==> src/hw/rtl/slfp_pkg.sv <==
// ----------------------------------------------------------------------------
// slfp_pkg
// Shared types and constants of the sync/length frame parser.
// ----------------------------------------------------------------------------
package slfp_pkg;

	localparam int unsigned BYTE_W = 8;
	localparam int unsigned CFG_IDX_W = 2;

	// Register indexes of the configuration port.
	localparam logic [CFG_IDX_W-1:0] REG_SYNC_FIRST  = 2'd0;
	localparam logic [CFG_IDX_W-1:0] REG_SYNC_SECOND = 2'd1;
	localparam logic [CFG_IDX_W-1:0] REG_MAX_LENGTH  = 2'd2;

	localparam logic [BYTE_W-1:0] SYNC_FIRST_RST  = 8'hF1;
	localparam logic [BYTE_W-1:0] SYNC_SECOND_RST = 8'hDD;
	localparam logic [BYTE_W-1:0] MAX_LENGTH_RST  = 8'd250;

	// Two packet id bytes are counted in the length byte.
	localparam logic [BYTE_W-1:0] MIN_LENGTH = 8'd2;

	typedef struct packed {
		logic [BYTE_W-1:0] sync_first;
		logic [BYTE_W-1:0] sync_second;
		logic [BYTE_W-1:0] max_length;
	} slfp_cfg_t;

	typedef struct packed {
		logic              is_header;
		logic [BYTE_W-1:0] message_length;
		logic [BYTE_W-1:0] payload_byte;
		logic              last;
	} slfp_result_t;

endpackage

==> src/hw/rtl/slfp_cfg_regs.sv <==
// ----------------------------------------------------------------------------
// slfp_cfg_regs
// Configuration registers of the frame parser, written through a plain port.
// ----------------------------------------------------------------------------
module slfp_cfg_regs (
	input  logic                             clk,
	input  logic                             arst_n,
	input  logic                             cfg_we,
	input  logic [slfp_pkg::CFG_IDX_W-1:0]   cfg_index,
	input  logic [slfp_pkg::BYTE_W-1:0]      cfg_data,
	output slfp_pkg::slfp_cfg_t              cfg
);
	import slfp_pkg::*;

	slfp_cfg_t cfg_q;

	always_ff @(posedge clk or negedge arst_n) begin
		if (!arst_n) begin
			cfg_q.sync_first  <= SYNC_FIRST_RST;
			cfg_q.sync_second <= SYNC_SECOND_RST;
			cfg_q.max_length  <= MAX_LENGTH_RST;
		end else if (cfg_we) begin
			unique case (cfg_index)
				REG_SYNC_FIRST:  cfg_q.sync_first  <= cfg_data;
				REG_SYNC_SECOND: cfg_q.sync_second <= cfg_data;
				REG_MAX_LENGTH:  cfg_q.max_length  <= cfg_data;
				default: ;
			endcase
		end
	end

	assign cfg = cfg_q;

endmodule

==> src/hw/rtl/slfp_parser.sv <==
// ----------------------------------------------------------------------------
// slfp_parser
// Frame state machine: sync hunt, length check, body byte count.
// ----------------------------------------------------------------------------
module slfp_parser (
	input  logic                         clk,
	input  logic                         arst_n,
	input  slfp_pkg::slfp_cfg_t          cfg,
	input  logic [slfp_pkg::BYTE_W-1:0]  rx_byte,
	input  logic                         advance,
	output logic                         res_valid,
	output slfp_pkg::slfp_result_t       res
);
	import slfp_pkg::*;

	localparam logic [1:0] PH_HUNT  = 2'd0;
	localparam logic [1:0] PH_ARMED = 2'd1;
	localparam logic [1:0] PH_LEN   = 2'd2;
	localparam logic [1:0] PH_BODY  = 2'd3;

	logic [1:0]        phase_q, phase_d;
	logic [BYTE_W-1:0] bytes_left_q, bytes_left_d;
	logic              len_ok;
	logic              fin;

	assign len_ok = (rx_byte <= cfg.max_length) && (rx_byte >= MIN_LENGTH);
	assign fin    = (bytes_left_q <= 8'd1);

	always_comb begin
		phase_d      = phase_q;
		bytes_left_d = bytes_left_q;
		res_valid    = 1'b0;
		res          = '0;
		unique case (phase_q)
			PH_HUNT: begin
				if (rx_byte == cfg.sync_first) phase_d = PH_ARMED;
			end
			PH_ARMED: begin
				// The second sync byte has priority over a repeated first one.
				if (rx_byte == cfg.sync_second) phase_d = PH_LEN;
				else if (rx_byte == cfg.sync_first) phase_d = PH_ARMED;
				else phase_d = PH_HUNT;
			end
			PH_LEN: begin
				if (len_ok) begin
					phase_d            = PH_BODY;
					bytes_left_d       = rx_byte;
					res_valid          = 1'b1;
					res.is_header      = 1'b1;
					res.message_length = rx_byte - MIN_LENGTH;
				end else begin
					phase_d      = PH_HUNT;
					bytes_left_d = '0;
				end
			end
			PH_BODY: begin
				res_valid        = 1'b1;
				res.payload_byte = rx_byte;
				res.last         = fin;
				if (fin) begin
					phase_d      = PH_HUNT;
					bytes_left_d = '0;
				end else begin
					bytes_left_d = bytes_left_q - 8'd1;
				end
			end
			default: phase_d = PH_HUNT;
		endcase
	end

	always_ff @(posedge clk or negedge arst_n) begin
		if (!arst_n) begin
			phase_q      <= PH_HUNT;
			bytes_left_q <= '0;
		end else if (advance) begin
			phase_q      <= phase_d;
			bytes_left_q <= bytes_left_d;
		end
	end

	// The count is only live while a body is being read.
	a_count_idle: assert property (@(posedge clk) disable iff (!arst_n)
		(phase_q != PH_BODY) |-> (bytes_left_q == '0))
		else $error("slfp_parser: byte count nonzero outside a body");

	a_count_body: assert property (@(posedge clk) disable iff (!arst_n)
		(phase_q == PH_BODY) |-> (bytes_left_q != '0))
		else $error("slfp_parser: body phase with zero byte count");

	a_header_enters_body: assert property (@(posedge clk) disable iff (!arst_n)
		(advance && phase_q == PH_LEN && res_valid) |=>
		(phase_q == PH_BODY && bytes_left_q >= MIN_LENGTH))
		else $error("slfp_parser: header not followed by body phase");

endmodule

==> src/hw/rtl/sync_length_frame_parser.sv <==
// ----------------------------------------------------------------------------
// sync_length_frame_parser
// Deframer for sync-word, length-prefixed frames on a byte stream.
// ----------------------------------------------------------------------------
// Received bytes enter on the s_axis channel, one byte per transaction. The
// block hunts for the two-byte sync word, checks the length byte against
// max_length and the two id bytes, and then emits on m_axis one header
// transaction (tuser high, message length in tdata[7:0]) followed by one
// transaction per body byte (tuser low, byte in tdata[15:8]); tlast marks the
// final body byte. Sync bytes, length bytes and dropped frames give no output.
// The user must write the three registers on the cfg port only while no byte
// is in flight; the block itself does not enforce this. The input register
// captures the byte when it is accepted, and the parser logic loads the output
// register from it once the output register is free. One byte is taken every
// cycle while the output is not stalled by the receiver.
// Reset returns the parser to sync hunting and loads register defaults.
// When the receiver stalls, the result waits in the output register and one
// more byte is held in the input register; bytes that give no result are
// still consumed while the output is stalled.
// ----------------------------------------------------------------------------
module sync_length_frame_parser (
	input  logic        clk,
	input  logic        arst_n,
	input  logic        s_axis_tvalid,
	output logic        s_axis_tready,
	input  logic [7:0]  s_axis_tdata,    // [7:0] rx_byte
	output logic        m_axis_tvalid,
	input  logic        m_axis_tready,
	output logic [15:0] m_axis_tdata,    // [7:0] message_length, [15:8] payload_byte
	output logic        m_axis_tuser,    // [0] is_header
	output logic        m_axis_tlast,
	input  logic        cfg_we,
	input  logic [1:0]  cfg_index,
	input  logic [7:0]  cfg_data
);
	import slfp_pkg::*;

	slfp_cfg_t         cfg;
	logic              valid_s1;
	logic [BYTE_W-1:0] byte_s1;
	logic              valid_s2;
	slfp_result_t      res_s2;
	logic              res_valid;
	slfp_result_t      res;
	logic              out_free;
	logic              take_s1;

	slfp_cfg_regs u_cfg (
		.clk       (clk),
		.arst_n    (arst_n),
		.cfg_we    (cfg_we),
		.cfg_index (cfg_index),
		.cfg_data  (cfg_data),
		.cfg       (cfg)
	);

	assign out_free      = !valid_s2 || m_axis_tready;
	assign take_s1       = valid_s1 && (out_free || !res_valid);
	assign s_axis_tready = !valid_s1 || take_s1;

	always_ff @(posedge clk or negedge arst_n) begin
		if (!arst_n) begin
			valid_s1 <= 1'b0;
		end else if (s_axis_tready) begin
			valid_s1 <= s_axis_tvalid;
		end
	end

	always_ff @(posedge clk) begin
		if (s_axis_tready && s_axis_tvalid) byte_s1 <= s_axis_tdata;
	end

	slfp_parser u_parser (
		.clk       (clk),
		.arst_n    (arst_n),
		.cfg       (cfg),
		.rx_byte   (byte_s1),
		.advance   (take_s1),
		.res_valid (res_valid),
		.res       (res)
	);

	always_ff @(posedge clk or negedge arst_n) begin
		if (!arst_n) begin
			valid_s2 <= 1'b0;
		end else if (out_free) begin
			valid_s2 <= take_s1 && res_valid;
		end
	end

	always_ff @(posedge clk) begin
		if (out_free && take_s1 && res_valid) res_s2 <= res;
	end

	assign m_axis_tvalid = valid_s2;
	assign m_axis_tdata  = {res_s2.payload_byte, res_s2.message_length};
	assign m_axis_tuser  = res_s2.is_header;
	assign m_axis_tlast  = res_s2.last;

endmodule

==> config.mk <==
export PLATFORM = sky130hd
export DESIGN_NAME = sync_length_frame_parser
export DESIGN_NICKNAME = d
export VERILOG_FILES = /design/src/hw/rtl/slfp_pkg.sv /design/src/hw/rtl/slfp_cfg_regs.sv /design/src/hw/rtl/slfp_parser.sv /design/src/hw/rtl/sync_length_frame_parser.sv
export SDC_FILE = /design/constraint.sdc
export NUM_CORES = 1
export LEC_CHECK = 0
export ABC_AREA = 1
export ABC_CLOCK_PERIOD_IN_PS = 4890
export BUFFER_PORTS_ARGS = -buffer_cell sky130_fd_sc_hd__buf_2
export CAP_MARGIN = 20
export CORE_ASPECT_RATIO = 0.9
export CORE_MARGIN = 2
export CORE_UTILIZATION = 60
export DETAILED_ROUTE_END_ITERATION = 10
export GPL_ROUTABILITY_DRIVEN = 0
export GPL_TIMING_DRIVEN = 0
export PLACE_DENSITY = 0.91
export RECOVER_POWER = 100
export SYNTH_ARGS = -nofsm -noshare
export SYNTH_HDL_FRONTEND = slang
export SYNTH_SLANG_ARGS = --single-unit
==> constraint.sdc <==
create_clock -name clk -period 4.89 [get_ports clk]
set_input_delay 0.2445 -clock clk [delete_from_list [all_inputs] [get_ports clk]]
set_output_delay 0.2445 -clock clk [all_outputs]
set_load 0.02 [all_outputs]
## Word level (Yosys, flattened, before mapping)

Index checks and enable logic that the tools add are counted.

| storage, ports and cells | value |
|---|---|
| output and inout port bits | 20 |
| word-level logic and storage cells | 59 |
| bits in registers | 62 |
| input port bits | 23 |

| cells by class | value |
|---|---|
| mux-type cells | 12 |
| $add $sub $neg | 2 |
| reductions and logical operators | 21 |
| eq/ne operators | 9 |
| order comparisons | 3 |

Operator list:

| kind | number |
|---|---|
| $eq A8 B8 Y1 | 2 |
| $mux W8 | 2 |
| $pmux W8 S2 | 1 |
| $reduce_and A2 Y1 | 5 |
| $mux W9 | 1 |
| $ge A8 B2 Y1 const B | 1 |
| $le A8 B1 Y1 const B | 1 |
| $le A8 B8 Y1 | 1 |
| $mux W2 | 4 |
| $pmux W2 S4 | 1 |
| $sub A8 B1 Y8 const B | 1 |
| $sub A8 B2 Y8 const B | 1 |
| $eq A2 B2 Y1 const B | 3 |
| $logic_and A1 B1 Y1 | 6 |
| $eq A2 B1 Y1 const B | 2 |
| $logic_not A2 Y1 | 2 |
| $ne A2 B1 Y1 const B | 2 |
| $logic_not A1 Y1 | 3 |
| $logic_or A1 B1 Y1 | 3 |
| $reduce_and A3 Y1 | 1 |
| $mux W1 | 2 |
| $pmux W1 S2 | 1 |
| $reduce_bool A2 Y1 | 1 |

## Longest topological paths before layout

| depth | value |
|---|---|
| depth after elaboration | 9 |
| mapped depth | 16 |
| depth with buffers taken out | 16 |

## Modules after synthesis

A second synthesis with hierarchy kept.

| second synthesis, totals | value |
|---|---|
| cell total of the unflattened synthesis | 405 |
| area, all modules | 3434.5 µm² |

Modules (own cells, without submodules):

| module | cells each | sequential area each (µm²) | times used | area an instance (µm²) |
|---|---|---|---|---|
| slfp_parser | 257 | 250.2 | 1 | 1471.4 |
| slfp_cfg_regs | 107 | 621.8 | 1 | 1072.3 |
| sync_length_frame_parser | 41 | 830.8 | 1 | 890.9 |

## Worst setup path after synthesis

No wires, ideal clock.

| path | value |
|---|---|
| path type | register to register |
| start point | register u_cfg.cfg_q, in the netlist u_cfg.cfg[5] |
| end point | register res_s2, in the netlist m_axis_tdata[0], enable pin |
| slack | 2.214 ns |
| required time | 4.497 ns |
| buffers on the path | 0 |
| stages on the path, launching flop included | 12 |
| clock period less this slack | 2.676 ns |
| arrival | 2.284 ns |
| library setup time | 0.393 ns |
| cell sequence | dfstp_2 -> inv_1 -> ha_1 -> a21oi_1 -> nor2_1 -> nor2_1 -> nand2_1 -> nand2_4 -> nand3_4 -> nand2_4 -> nand2_1 -> nor2_1 |

| between the ends | value |
|---|---|
| longest elaborated chain between the ends | 9 |

RTL lines:

| element | RTL line | source |
|---|---|---|
| start: declaration | slfp_cfg_regs.sv:15 | `slfp_cfg_t cfg_q;` |
| $le A8 B8 Y1 (*) | slfp_parser.sv:26 | `assign len_ok = (rx_byte <= cfg.max_length) && (rx_byte >= MIN_LENGTH);` |
| $logic_and A1 B1 Y1 (*) | slfp_parser.sv:26 |  |
| $mux W1 (*) | slfp_parser.sv:45 | `if (len_ok) begin` |
| $pmux W1 S2 (*) | slfp_parser.sv:34 | `unique case (phase_q)` |
| $logic_not A1 Y1 | sync_length_frame_parser.sv:58 | `assign take_s1 = valid_s1 && (out_free \|\| !res_valid);` |
| $logic_or A1 B1 Y1 | sync_length_frame_parser.sv:58 |  |
| $logic_and A1 B1 Y1 | sync_length_frame_parser.sv:58 |  |
| $logic_and A1 B1 Y1 | sync_length_frame_parser.sv:92 | `if (out_free && take_s1 && res_valid) res_s2 <= res;` |
| $logic_and A1 B1 Y1 (*) | sync_length_frame_parser.sv:92 |  |
| end signal: assignment | sync_length_frame_parser.sv:92 |  |
| end: declaration | sync_length_frame_parser.sv:42 | `slfp_result_t res_s2;` |

Every way passes the cells marked *; elsewhere a longest branch is shown, timed or not.
A chain may end at the register's enable or synchronous reset.

## Final worst setup path

| path | value |
|---|---|
| start point | register u_cfg.cfg_q, in the netlist u_cfg.cfg[7] |
| end point | register res_s2, in the netlist m_axis_tdata[8], enable pin |

Same word-level chain as after synthesis.

==> results.ini <==
[yosys]
synth_nets = 399
synthTopCellsByArea = edfxtp_1 (24%), dfrtp_1 (15%), dfstp_2 (14%), nand2_1 (11%), nor2_1 (4.7%)
synth_common_cells = nand2_1 (95), nor2_1 (41), inv_1 (38)
yosys.area.top_type_share_pct = 23.9
ys_seq_area_share_pct = 52.1
avgSynthCellArea_sq_um = 8.95
synthFlopType = edfxtp_1
synth.distinct_cells = 33
synth.largest_area_cell = edfxtp_1
async_flop_share_pct = 58.1
yosysMostFrequentCell = nand2_1
synth-edff-count = 26
ys_ff_latch = 62
syn-cell-area_sq_um = 3270
postSynthCellCount = 365
synth_warnings = 0

[worst_setup_path]
cp.required_ns = 4.87
critical_path_class = reg2reg
path_cells = inv_1, ha_1, nand2_1, nor2_1, nand4_2, nand2_1, nand3_1, nand2_1, nand2_1, nor2_1, clkbuf_1
slowest_stage = clkbuf_1
rrSetupSlack_ns = 1.55
cp-startpoint = u_cfg.cfg[7]
ff2ff_path_depth = 11
worstSetupStartpointType = register
setup.worst_path.end_class = register
crit_top_cell = nand2_1
crit_end = m_axis_tdata[8]
r2r_start = u_cfg.cfg[7]
cpPeakStageDelay_ns = 0.59
crit_arrival_ns = 3.32
r2r_end = m_axis_tdata[8]
critical_path.max_fanout = 14

[clocking]
clockRootBuffer = clkbuf_8
post_cts_resized = 0
postCtsHoldBufs = 0
clockBufferDepth = 2
path_clk_slew_ns = 0.06
h-tree-depth = 3
cts_made_buffers = 9
cts_setup_buffers = 0
clock-sinks = 62
cts_tree = done
worstSkewPairLatency_ns = 0.35

[sta]
fin_crit_sh_pct = 68.4
rsz0062_at_grt = false
setup_violations = 0
fin_crit_ns = 3.34
fin_tns_setup_ns = 0
fmax_ghz = 0.299
finalClockSkew_ns = 0.00940
hold_viol_final = 0
report.final.slew_viol_count = 37
worst_pin_slew_ns = 1.94
timing.slew.headroom_pct = -29.5

[grt]
grt_max_degree = 37
grt_pass1_wl_microns = 11600
grt_pass1_vias = 2568
use_met1_pct = 33.5
track_usage_pct = 26.2
top_usage_layer = met2
grt-ovfl-total = 0
met3_usage_pct = 7.77
antenna_found_initial = 0
met2_usage_pct = 42.4

[cells_and_area]
final_nets = 453
diodes = 0
syn_to_final_growth_pct = 12.1
fin_util_pct = 69.7
drive_above_1_share_pct = 16.7
fin_area_sq_um = 3660

[drt]
firstDrtPassIters = 7
wirelength_microns = 7020
via_per_inst = 5.44
drcViolationCount = 0
route.vias.total = 2672
drt_iter0_drc = 265
ant_nets = 0
wl_per_cell_microns = 14.3

[outcome]
status = finished, violations left
violations = max-capacitance violations, max-slew violations

[floorplanning]
ios = 43
die-width_microns = 81.8
rows = 25
die_y_microns = 74.0
fp.dieArea_sq_um = 6050
core_area_sq_um = 5260
initial_core_util_pct = 62.1

[placement]
hpwl_microns = 5220
port_buffers = 42
placed_area_sq_um = 3570

[min_path]
min-delay-path-class = in2reg

[job]
cap_viol_max_count = 1

[power_and_ir_drop]
max-vdd-ir-drop_mv = 0.228
finalPower_mw = 1.29
power_density_nw_per_um2 = 351
leakagePower_nw = 1.74

==> area by class of cell <==
cell class                      instances  area (sq um)
Fill cell                             419          1590
Clock inverter                          2          10.0
Multi-Input combinational cell        250          1310
Clock buffer                           14           153
Inverter                               43           164
Buffer                                 10          50.0
Sequential cell                        62          1700
Tap cell                               67          83.8
Timing Repair Buffer                   43           186
==> metal layers <==
layer	part of all wire, %	wire [microns]	vias to the layer above
met5	0	0	-
met4	1.6	112	0
met3	6.1	427	9
met2	48	3380	93
met1	44	3100	1282
li1	-	-	1288
==> worst max-delay path: cells and delay by family (launching register included) <==
family | cells | cell delay [ns]
and+or+nand+nor | 8 | 1.51
buffers and inverters | 2 | 0.63
DFF | 1 | 0.53
adders and majority gates | 1 | 0.29
==> placed cells by master, fill, tap and decap left out, types with 2 or more instances in the layout <==
cell type	instances
nand2_1	97
nor2_1	42
inv_1	38
clkbuf_1	32
o21ai_0	26
edfxtp_1	26
buf_2	24
nand3_1	22
dfrtp_1	19
dfstp_2	17
nand4_1	12
ha_1	11
clkbuf_8	10
xnor2_1	9
xor2_1	9
a21oi_1	5
inv_2	4
nor2_4	3
a21o_1	2
nor2_2	2
clkinv_2	2
==> worst min-delay path by stage <==
stage	from	end	slack [ns]	depth (start not counted)
CTS	arst_n	u_cfg.cfg[18]	0.002	1
detailed placement	arst_n	u_cfg.cfg[18]	0.37	1
global placement	arst_n	u_cfg.cfg[18]	0.36	1
finish	s_axis_tdata[5]	byte_s1[5]	0.07	1
floorplan	arst_n	m_axis_tvalid	-0.05	0
global route	s_axis_tdata[2]	byte_s1[2]	0.06	1
==> cells by family after synthesis <==
| kind of cell | Yosys count | synth area share, % |
|---|---|---|
| and+or+nand+nor | 187 | 26.7 |
| DFF | 62 | 52.1 |
| buffers and inverters | 53 | 6.59 |
| AOI/OAI and AO/OA | 34 | 5.48 |
| xor gates and xnor gates | 18 | 4.83 |
| adders and majority gates | 11 | 4.21 |
==> stage by stage <==
stage | worst slack (ns) | hold WS [ns] | cells
final | 1.55 | 0.0709 | 491
after global routing | 1.25 | 0.0597 | 491
after CTS | 2.17 | 0.00205 | 491
after detailed placement | 2.20 | 0.374 | 475
after global placement | 1.86 | 0.360 | 474
after floorplan | 2.21 | -0.0511 | 365
==> report_power, final <==
part,leakage [nW],internal (mW),switching [mW]
Sequential,0.674,0.606,0.0419
Combinational,0.978,0.0992,0.156
Clock,0.0844,0.197,0.187
Total,1.74,0.902,0.385
==> flip-flops by register name, summed over array words and instances, names as in the netlist <==
| signal | flops |
|---|---|
| m_axis_tdata | 16 |
| m_axis_tvalid | 1 |
| u_parser.bytes_left_q | 8 |
| u_parser.phase_q | 2 |
| m_axis_tuser | 1 |
| valid_s1 | 1 |
| u_cfg.cfg | 24 |
| byte_s1 | 8 |
| m_axis_tlast | 1 |
(Power assumes the default switching activity.)
